## config.mk

```make
export PLATFORM = sky130hd
export DESIGN_NAME = serial_receive_input_conditioner_core
export DESIGN_NICKNAME = d
export VERILOG_FILES = /design/src/srxic_pkg.sv /design/src/serial_receive_input_conditioner_core.sv /design/src/srxic_ram.sv
export SDC_FILE = /design/constraint.sdc
export NUM_CORES = 1
export LEC_CHECK = 0
export BUFFER_PORTS_ARGS = -buffer_cell sky130_fd_sc_hd__buf_2
export CORE_MARGIN = 3
export CORE_UTILIZATION = 45
export DETAILED_ROUTE_END_ITERATION = 8
export GPL_TIMING_DRIVEN = 0
export PLACE_DENSITY_LB_ADDON = 0.15
export SLEW_MARGIN = 20
export SYNTH_ARGS = -nofsm -noshare
export SYNTH_HDL_FRONTEND = slang
export SYNTH_SLANG_ARGS = --single-unit
```

## constraint.sdc

```tcl
create_clock -name clk_i -period 27.3 [get_ports clk_i]
set_input_delay 2.73 -clock clk_i [delete_from_list [all_inputs] [get_ports clk_i]]
set_output_delay 2.73 -clock clk_i [all_outputs]
set_load 0.05 [all_outputs]
```

## src/srxic_pkg.sv

```systemverilog
// shared types, constants and helpers for the serial receive input conditioner
`default_nettype none
package srxic_pkg;

  localparam int MaxLinesDef = 64;
  localparam int FillW       = 10;

  localparam int ModeIxon   = 0;
  localparam int ModeIxany  = 1;
  localparam int ModeInpck  = 2;
  localparam int ModeIgnbrk = 3;
  localparam int ModeBrkint = 4;
  localparam int ModeIgnpar = 5;
  localparam int ModeParmrk = 6;
  localparam int ModeIstrip = 7;

  localparam logic [7:0]       ModeRst      = 8'h00;
  localparam logic [63:0]      OpenRst      = 64'h0;
  localparam logic [6:0]       LineCountRst = 7'd16;
  localparam logic [FillW-1:0] BlockSizeRst = 10'd64;
  localparam logic [6:0]       StartRst     = 7'o021;
  localparam logic [6:0]       StopRst      = 7'o023;

  localparam logic [7:0] CharMask7 = 8'o177;
  localparam logic [7:0] CharFf    = 8'o377;

  typedef enum logic [1:0] {
    FLOW_NONE    = 2'd0,
    FLOW_RESUME  = 2'd1,
    FLOW_SUSPEND = 2'd2
  } flow_e;

  typedef enum logic [2:0] {
    REG_INPUT_MODE = 3'd0,
    REG_OPEN_LINES = 3'd1,
    REG_LINE_COUNT = 3'd2,
    REG_BLOCK_SIZE = 3'd3,
    REG_START_CHAR = 3'd4,
    REG_STOP_CHAR  = 3'd5
  } cfg_reg_e;

  typedef struct packed {
    logic             stopped;
    logic [FillW-1:0] fill;
  } line_state_t;

  typedef struct packed {
    logic             full;
    logic [FillW-1:0] fill;
  } fill_step_t;

  typedef struct packed {
    logic [7:0] out_byte;
    logic       has_byte;
    flow_e      flow_event;
    logic       break_interrupt;
    logic       block_full;
  } result_t;

  function automatic fill_step_t fill_step(input logic [FillW-1:0] fill,
                                           input logic [FillW-1:0] size);
    logic [FillW:0] inc;
    fill_step_t     r;
    inc = {1'b0, fill} + (FillW+1)'(1);
    if (inc >= {1'b0, size}) begin
      r.full = 1'b1;
      r.fill = '0;
    end else begin
      r.full = 1'b0;
      r.fill = inc[FillW-1:0];
    end
    return r;
  endfunction

endpackage
`default_nettype wire

```

## src/serial_receive_input_conditioner_core.sv

```systemverilog
// top level of the serial receive input conditioner
//
//   channel   direction  handshake                  payload
//   in        sink       in_valid_i / in_ready_o    unit, channel, rx_byte, error flags
//   out       source     out_valid_o / out_ready_i  line, out_byte, flags, last
//   apb       slave      psel / penable / pready    paddr, pwdata, prdata
//
// one item per cycle while not stalled; an item with n results takes n output transfers
// per-line state sits in one ram, read on accept, written as the item leaves lookup
// a forward register covers back-to-back items on the same line
// reset sets config defaults and clears per-line valid bits, no clearing pass is needed
// a stalled output holds one item in the result buffer and one in the lookup stage
`default_nettype none
module serial_receive_input_conditioner_core #(
  parameter int MAX_LINES = srxic_pkg::MaxLinesDef
) (
  input  wire logic        clk_i,
  input  wire logic        rst_ni,
  input  wire logic        in_valid_i,
  output logic             in_ready_o,
  input  wire logic [1:0]  unit_i,
  input  wire logic [3:0]  channel_i,
  input  wire logic [7:0]  rx_byte_i,
  input  wire logic        parity_error_i,
  input  wire logic        framing_error_i,
  input  wire logic        overrun_i,
  output logic             out_valid_o,
  input  wire logic        out_ready_i,
  output logic [5:0]       line_o,
  output logic [7:0]       out_byte_o,
  output logic             has_byte_o,
  output logic [1:0]       flow_event_o,
  output logic             break_interrupt_o,
  output logic             block_full_o,
  output logic             last_o,
  input  wire logic        psel,
  input  wire logic        penable,
  input  wire logic        pwrite,
  input  wire logic [5:0]  paddr,
  input  wire logic [63:0] pwdata,
  output logic [63:0]      prdata,
  output logic             pready
);

  localparam int AW = $clog2(MAX_LINES);
  localparam int FW = srxic_pkg::FillW;

  // configuration
  logic [7:0]    mode_q;
  logic [63:0]   open_q;
  logic [6:0]    lcnt_q;
  logic [FW-1:0] bsize_q;
  logic [6:0]    start_q;
  logic [6:0]    stop_q;
  logic          cfg_wr;
  srxic_pkg::cfg_reg_e reg_sel;

  assign pready  = 1'b1;
  assign cfg_wr  = psel && penable && pwrite;
  assign reg_sel = srxic_pkg::cfg_reg_e'(paddr[5:3]);

  always_ff @(posedge clk_i or negedge rst_ni) begin
    if (!rst_ni) begin
      mode_q  <= srxic_pkg::ModeRst;
      open_q  <= srxic_pkg::OpenRst;
      lcnt_q  <= srxic_pkg::LineCountRst;
      bsize_q <= srxic_pkg::BlockSizeRst;
      start_q <= srxic_pkg::StartRst;
      stop_q  <= srxic_pkg::StopRst;
    end else if (cfg_wr) begin
      unique case (reg_sel)
        srxic_pkg::REG_INPUT_MODE: mode_q  <= pwdata[7:0];
        srxic_pkg::REG_OPEN_LINES: open_q  <= pwdata;
        srxic_pkg::REG_LINE_COUNT: lcnt_q  <= pwdata[6:0];
        srxic_pkg::REG_BLOCK_SIZE: bsize_q <= pwdata[FW-1:0];
        srxic_pkg::REG_START_CHAR: start_q <= pwdata[6:0];
        srxic_pkg::REG_STOP_CHAR:  stop_q  <= pwdata[6:0];
        default: ;
      endcase
    end
  end

  always_comb begin
    unique case (reg_sel)
      srxic_pkg::REG_INPUT_MODE: prdata = {56'h0, mode_q};
      srxic_pkg::REG_OPEN_LINES: prdata = open_q;
      srxic_pkg::REG_LINE_COUNT: prdata = {57'h0, lcnt_q};
      srxic_pkg::REG_BLOCK_SIZE: prdata = {54'h0, bsize_q};
      srxic_pkg::REG_START_CHAR: prdata = {57'h0, start_q};
      srxic_pkg::REG_STOP_CHAR:  prdata = {57'h0, stop_q};
      default:                   prdata = '0;
    endcase
  end

  // lookup stage
  logic          in_acc;
  logic [5:0]    in_line;
  logic          s1_valid_q;
  logic [5:0]    s1_line_q;
  logic [7:0]    s1_byte_q;
  logic          s1_pe_q;
  logic          s1_fe_q;
  logic          s1_ov_q;
  logic          s1_vld_q;
  logic          s1_adv;

  logic [MAX_LINES-1:0]   vld_q;
  logic                   fwd_v_q;
  logic [AW-1:0]          fwd_idx_q;
  srxic_pkg::line_state_t fwd_data_q;

  logic                   ram_we;
  srxic_pkg::line_state_t ram_wdata;
  srxic_pkg::line_state_t ram_rdata;

  assign in_line    = {unit_i, channel_i};
  assign in_acc     = in_valid_i && in_ready_o;
  assign in_ready_o = !s1_valid_q || s1_adv;

  srxic_ram #(
    .WIDTH ($bits(srxic_pkg::line_state_t)),
    .DEPTH (MAX_LINES)
  ) u_state_ram (
    .clk_i   (clk_i),
    .we_i    (ram_we),
    .waddr_i (s1_line_q[AW-1:0]),
    .wdata_i (ram_wdata),
    .re_i    (in_acc),
    .raddr_i (in_line[AW-1:0]),
    .rdata_o (ram_rdata)
  );

  always_ff @(posedge clk_i or negedge rst_ni) begin
    if (!rst_ni) begin
      s1_valid_q <= 1'b0;
      fwd_v_q    <= 1'b0;
      vld_q      <= '0;
    end else begin
      if (in_acc) begin
        s1_valid_q <= 1'b1;
        fwd_v_q    <= ram_we;
      end else if (s1_adv) begin
        s1_valid_q <= 1'b0;
      end
      if (ram_we) begin
        vld_q[s1_line_q[AW-1:0]] <= 1'b1;
      end
    end
  end

  always_ff @(posedge clk_i) begin
    if (in_acc) begin
      s1_line_q  <= in_line;
      s1_byte_q  <= rx_byte_i;
      s1_pe_q    <= parity_error_i;
      s1_fe_q    <= framing_error_i;
      s1_ov_q    <= overrun_i;
      s1_vld_q   <= vld_q[in_line[AW-1:0]] || (ram_we && s1_line_q[AW-1:0] == in_line[AW-1:0]);
      fwd_idx_q  <= s1_line_q[AW-1:0];
      fwd_data_q <= ram_wdata;
    end
  end

  // per-item processing
  srxic_pkg::line_state_t cur;
  srxic_pkg::fill_step_t  fs0, fs1, fs2;
  srxic_pkg::flow_e       ev;
  srxic_pkg::result_t     slot [3];
  logic          drop, is_start, is_stop, swallow, err, brk, stopped_n;
  logic [1:0]    nb, nres;
  logic [7:0]    b0, b1, b2;
  logic [FW-1:0] size, fill_n;

  // result buffer
  srxic_pkg::result_t buf_q [3];
  srxic_pkg::result_t cur_res;
  logic [1:0] cnt_q, idx_q;
  logic [5:0] line_q;
  logic       buf_free, out_xfer;

  always_comb begin
    cur = (fwd_v_q && fwd_idx_q == s1_line_q[AW-1:0]) ? fwd_data_q
        : (s1_vld_q ? ram_rdata : '0);
    drop = ({1'b0, s1_line_q} >= lcnt_q) || ({1'b0, s1_line_q} >= 7'(MAX_LINES))
        || !open_q[s1_line_q];
    is_start  = s1_byte_q[6:0] == start_q;
    is_stop   = s1_byte_q[6:0] == stop_q;
    ev        = srxic_pkg::FLOW_NONE;
    stopped_n = cur.stopped;
    swallow   = 1'b0;
    if (mode_q[srxic_pkg::ModeIxon]) begin
      if (cur.stopped) begin
        if (is_start || mode_q[srxic_pkg::ModeIxany]) begin
          ev        = srxic_pkg::FLOW_RESUME;
          stopped_n = 1'b0;
        end
      end else if (is_stop) begin
        ev        = srxic_pkg::FLOW_SUSPEND;
        stopped_n = 1'b1;
      end
      swallow = is_start || is_stop;
    end
    err = (s1_pe_q && mode_q[srxic_pkg::ModeInpck]) || s1_fe_q || s1_ov_q;
    brk = 1'b0;
    nb  = 2'd0;
    b0  = '0;
    b1  = '0;
    b2  = '0;
    priority if (swallow) begin
      nb = 2'd0;
    end else if (err) begin
      priority if (s1_byte_q == 8'h0 && mode_q[srxic_pkg::ModeIgnbrk]) begin
        nb = 2'd0;
      end else if (s1_byte_q == 8'h0 && mode_q[srxic_pkg::ModeBrkint]) begin
        brk = 1'b1;
      end else if (s1_byte_q != 8'h0 && mode_q[srxic_pkg::ModeIgnpar]) begin
        nb = 2'd0;
      end else if (mode_q[srxic_pkg::ModeParmrk]) begin
        b0 = srxic_pkg::CharFf;
        b2 = s1_byte_q;
        nb = 2'd3;
      end else begin
        nb = 2'd1;
      end
    end else if (mode_q[srxic_pkg::ModeIstrip]) begin
      b0 = s1_byte_q & srxic_pkg::CharMask7;
      nb = 2'd1;
    end else begin
      b0 = s1_byte_q;
      nb = 2'd1;
      if (s1_byte_q == srxic_pkg::CharFf && mode_q[srxic_pkg::ModeParmrk]) begin
        b1 = srxic_pkg::CharFf;
        nb = 2'd2;
      end
    end

    size = (bsize_q == '0) ? FW'(1) : bsize_q;
    fs0  = srxic_pkg::fill_step(cur.fill, size);
    fs1  = srxic_pkg::fill_step(fs0.fill, size);
    fs2  = srxic_pkg::fill_step(fs1.fill, size);
    unique case (nb)
      2'd0:    fill_n = cur.fill;
      2'd1:    fill_n = fs0.fill;
      2'd2:    fill_n = fs1.fill;
      default: fill_n = fs2.fill;
    endcase

    if (drop) begin
      nres = 2'd0;
    end else if (nb != 2'd0) begin
      nres = nb;
    end else begin
      nres = (brk || ev != srxic_pkg::FLOW_NONE) ? 2'd1 : 2'd0;
    end

    if (nb != 2'd0) begin
      slot[0] = '{out_byte: b0, has_byte: 1'b1, flow_event: ev,
                  break_interrupt: 1'b0, block_full: fs0.full};
    end else begin
      slot[0] = '{out_byte: 8'h0, has_byte: 1'b0, flow_event: ev,
                  break_interrupt: brk, block_full: 1'b0};
    end
    slot[1] = '{out_byte: b1, has_byte: 1'b1, flow_event: srxic_pkg::FLOW_NONE,
                break_interrupt: 1'b0, block_full: fs1.full};
    slot[2] = '{out_byte: b2, has_byte: 1'b1, flow_event: srxic_pkg::FLOW_NONE,
                break_interrupt: 1'b0, block_full: fs2.full};

    ram_wdata = '{stopped: stopped_n, fill: fill_n};
  end

  assign out_valid_o = cnt_q != 2'd0;
  assign last_o      = idx_q == (cnt_q - 2'd1);
  assign out_xfer    = out_valid_o && out_ready_i;
  assign buf_free    = (cnt_q == 2'd0) || (out_xfer && last_o);
  assign s1_adv      = s1_valid_q && (nres == 2'd0 || buf_free);
  assign ram_we      = s1_adv && !drop;

  always_ff @(posedge clk_i or negedge rst_ni) begin
    if (!rst_ni) begin
      cnt_q <= 2'd0;
      idx_q <= 2'd0;
    end else if (s1_adv && nres != 2'd0) begin
      cnt_q <= nres;
      idx_q <= 2'd0;
    end else if (out_xfer) begin
      if (last_o) begin
        cnt_q <= 2'd0;
        idx_q <= 2'd0;
      end else begin
        idx_q <= idx_q + 2'd1;
      end
    end
  end

  always_ff @(posedge clk_i) begin
    if (s1_adv && nres != 2'd0) begin
      buf_q  <= slot;
      line_q <= s1_line_q;
    end
  end

  always_comb begin
    unique case (idx_q)
      2'd1:    cur_res = buf_q[1];
      2'd2:    cur_res = buf_q[2];
      default: cur_res = buf_q[0];
    endcase
  end

  assign line_o            = line_q;
  assign out_byte_o        = cur_res.out_byte;
  assign has_byte_o        = cur_res.has_byte;
  assign flow_event_o      = cur_res.flow_event;
  assign break_interrupt_o = cur_res.break_interrupt;
  assign block_full_o      = cur_res.block_full;

`ifndef ASSERT_OFF
  a_idx_in_range: assert property (@(posedge clk_i) disable iff (!rst_ni)
    out_valid_o |-> idx_q < cnt_q)
    else $error("result index beyond result count");

  a_stall_holds_item: assert property (@(posedge clk_i) disable iff (!rst_ni)
    !in_ready_o |-> s1_valid_q && cnt_q != 2'd0)
    else $error("input stalled with no item held");

  a_event_first_only: assert property (@(posedge clk_i) disable iff (!rst_ni)
    out_valid_o && idx_q != 2'd0 |-> flow_event_o == srxic_pkg::FLOW_NONE)
    else $error("flow event on a later result");

  a_break_alone: assert property (@(posedge clk_i) disable iff (!rst_ni)
    out_valid_o && break_interrupt_o |-> !has_byte_o && last_o && !block_full_o)
    else $error("break result carries a byte");
`endif

endmodule
`default_nettype wire

```

## src/srxic_ram.sv

```systemverilog
// generic single-port-write, registered-read ram
`default_nettype none
module srxic_ram #(
  parameter int WIDTH = 11,
  parameter int DEPTH = 64
) (
  input  wire logic                             clk_i,
  input  wire logic                             we_i,
  input  wire logic [$clog2(DEPTH)-1:0]         waddr_i,
  input  wire logic [WIDTH-1:0]                 wdata_i,
  input  wire logic                             re_i,
  input  wire logic [$clog2(DEPTH)-1:0]         raddr_i,
  output logic      [WIDTH-1:0]                 rdata_o
);

  logic [WIDTH-1:0] mem_q [DEPTH];

  always_ff @(posedge clk_i) begin
    if (we_i) begin
      mem_q[waddr_i] <= wdata_i;
    end
    if (re_i) begin
      rdata_o <= mem_q[raddr_i];
    end
  end

endmodule
`default_nettype wire
```

==> load_flow_metrics.sql <==
INSERT INTO impl_metrics (metric_group, metric, value, unit) VALUES
('die', 'io-pin-count', '181', ''),
('cells_and_area', 'design_area', '47200', 'um^2'),
('placement', 'post_dp_cell_area', '43800', 'um^2'),
('cells_and_area', 'final_common_cell', 'edfxtp_1', ''),
('global_routing', 'grt_start_max_net_pins', '75', ''),
('flow_run', 'timing.max_cap.violations', '0', ''),
('setup_path', 'critical_path_cell_with_the_highest_stage_delay', 'nor3b_1', ''),
('clock_network', 'tritoncts', 'built', ''),
('pwr', 'total_leakage_power', '16.6', 'nW'),
('detailed_routing', 'routedWlPerCell', '28.1', 'um'),
('clock_network', 'cts_setup_buffers', '0', ''),
('logic_synthesis', 'asyncSetResetFlopFracSynth', '18.2', '%'),
('global_routing', 'via_count_of_the_first_global_routing_pass', '23400', ''),
('setup_path', 'startpoint_type', 'register', ''),
('logic_synthesis', 'synth_seq_cells', '953', ''),
('setup_path', 'critPathMaxStageDelay', '0.68', 'ns'),
('clock_network', 'clk_path_buf_depth', '3', ''),
('logic_synthesis', 'synth_area_leader_cell', 'edfxtp_1', ''),
('setup_path', 'timing.critical_path.fanout_max', '28', ''),
('clock_network', 'cts_hold_buf', '0', ''),
('logic_synthesis', 'netlist-cell-type-count', '88', ''),
('setup_path', 'worst_r2r_startpoint', 's1_line_q[4]$_DFFE_PP_', ''),
('die', 'die-area', '94100', 'um^2'),
('setup_path', 'cp_data_required_time', '27.83', 'ns'),
('sta', 'timing.final.crit_share', '48.9', '%'),
('setup_path', 'path_class', 'register to register', ''),
('cells_and_area', 'drive_above_1_share', '30.1', '%'),
('sta', 'max_slew_headroom', '18.2', '%'),
('run_status', 'outcome', 'finished, final reports clean', ''),
('cells_and_area', 'n_antenna_cell', '0', ''),
('clock_network', 'clk_pin_slew', '0.06', 'ns'),
('die', 'core.rowCount', '109', ''),
('global_routing', 'global_route_wire_length_before_repair', '160000', 'um'),
('sta', 'finalWorstPathRequiredPeriod', '13.34', 'ns'),
('clock_network', 'depth_of_the_cts_h_tree', '3', ''),
('sta', 'final.hold.worst_slack', '0.469', 'ns'),
('global_routing', 'antenna_found_initial', '1', ''),
('cells_and_area', 'final.fill_count', '7120', ''),
('detailed_routing', 'detail-route-antenna-nets', '0', ''),
('logic_synthesis', 'post_synth.cell_area_avg', '17.6', 'um^2'),
('cells_and_area', 'area_growth', '16.1', '%'),
('setup_path', 'reg2reg_setup_slack', '13.96', 'ns'),
('sta', 'timing.final.max_slew_violations', '0', ''),
('cells_and_area', 'layout_common_cells', '780 x edfxtp_1, 253 x mux4_2, 185 x buf_2', ''),
('pwr', 'total_power', '4.10', 'mW'),
('logic_synthesis', 'synth_edf_count', '780', ''),
('pwr', 'power.ir.vdd_worst', '0.0580', 'mV'),
('logic_synthesis', 'postSynth.topFlopCell', 'edfxtp_1', ''),
('setup_path', 'critPathCapture', 'u_state_ram.mem_q[52][1]$_DFFE_PP_', ''),
('global_routing', 'overflow', '0', ''),
('global_routing', 'total_global_routing_track_utilization', '23.2', '%'),
('pwr', 'power.density_cell_area', '86.8', 'nW/um^2'),
('setup_path', 'worst_r2r_path_depth', '46', ''),
('die', 'die_w', '307', 'um'),
('detailed_routing', 'route.detailed.vias_per_inst', '5.91', ''),
('die', 'floorplan.core_area', '89100', 'um^2'),
('detailed_routing', 'drc', '0', ''),
('min_path', 'hold_path.class', 'register to register', ''),
('setup_path', 'critPathCaptureType', 'register', ''),
('clock_network', 'worstSkewPairLatency', '0.69', 'ns'),
('clock_network', 'root_buffer_cell', 'clkbuf_16', ''),
('setup_path', 'crit_arrival', '13.87', 'ns'),
('logic_synthesis', 'yosysWarningCount', '0', ''),
('placement', 'portBuffers', '176', ''),
('detailed_routing', 'total_number_of_vias', '22800', ''),
('placement', 'post-dp-hpwl', '76400', 'um'),
('cells_and_area', 'layout.nets', '2747', ''),
('placement', 'routabilityCongestion', '0.876', ''),
('logic_synthesis', 'synth_top_area_share', '57.6', '%'),
('sta', 'postLayoutSetupSlackWorst', '13.96', 'ns'),
('logic_synthesis', 'synthCells', '2311', '');
==> flip-flops by register name (all words and copies together) (netlist names), 2 cells and up <==
name                 cells
u_state_ram.rdata_o     11
mode_q                   8
open_q                  64
vld_q                   64
stop_q                   7
s1_byte_q                8
bsize_q                 10
lcnt_q                   7
start_q                  7
cnt_q                    2
fwd_data_q              11
u_state_ram.mem_q      704
idx_q                    2
fwd_idx_q                6
s1_line_q                6
buf_q                   24
line_o                   6
==> layer usage <==
layer  routed length [um]  up-vias  global-route usage [%]
li1                     -     9829                       -
met1                46100    12000                    32.3
met2                53500      791                    38.8
met3                 6130      159                    3.64
met4                 2650        2                    5.89
met5                   13        -                       0
==> critical path: cells and delay by family (launching register included) <==
| family | cells | cell delay, ns |
|---|---|---|
| compound gates | 22 | 5.59 |
| simple gates | 8 | 2.69 |
| buf+inv | 8 | 1.95 |
| xor+xnor | 2 | 0.44 |
| flops | 1 | 0.57 |
| fa+ha+maj | 6 | 1.92 |
==> cell usage after synthesis, drive strengths merged, types with 15 or more instances <==
cell type	number
a21oi	61
nand2b	18
mux2i	24
nand2	88
dfrtp	166
mux2	99
o22ai	19
xor2	20
and2	72
ha	42
nand3	18
buf	43
nor2	118
a21o	15
mux4	254
o21ai	56
inv	39
clkbuf	91
xnor2	28
edfxtp	780
o21bai	67
==> kinds of logic (layout without fill, tap and decap cells) <==
logic type                 Yosys count  count (layout)  synth area share [%]
AOI/OAI and AO/OA                  308             308                  5.22
adders and majority gates           42              42                  1.29
and+or+nand+nor                    407             407                  5.04
buffers and inverters              175             556                  1.74
xor gates and xnor gates            48              48                  1.05
other                                1               1               0.00922
muxes                              377             377                  17.4
DFF                                953             953                  68.2
==> metrics by stage <==
stage	cells	utilization [%]
floorplan	2311	-
global placement	3652	48.3
detailed placement	3675	49.1
CTS	3857	52.9
global route	3857	53.0
finish	3857	53.0
==> power breakdown <==
part / switching (mW) / internal [mW]
Combinational: 0.543 / 0.291
Clock: 0.570 / 0.833
Sequential: 0.0668 / 1.80
==> worst min-delay path by stage <==
stage,startpoint,slack [ns],to,cells after the start
floorplan,vld_q[10]$_DFFE_PN0P_,0.44,vld_q[10]$_DFFE_PN0P_,1
global placement,vld_q[63]$_DFFE_PN0P_,0.45,vld_q[63]$_DFFE_PN0P_,1
detailed placement,vld_q[47]$_DFFE_PN0P_,0.46,vld_q[47]$_DFFE_PN0P_,1
CTS,vld_q[7]$_DFFE_PN0P_,0.47,vld_q[7]$_DFFE_PN0P_,1
global route,vld_q[32]$_DFFE_PN0P_,0.48,vld_q[32]$_DFFE_PN0P_,1
finish,vld_q[7]$_DFFE_PN0P_,0.47,vld_q[7]$_DFFE_PN0P_,1
==> layout make-up <==
class	count	area, um^2	share of cell area [%]
sequential	953	27800	58.8
clock buffer	127	2660	5.62
inverter	41	155	0.328
multi-input combinational	1183	12400	26.3
clock inverter	55	749	1.59
buffer	134	571	1.21
timing repair buffer	199	1450	3.07
tap	1165	1460	3.09
(Power assumes the default switching activity.)
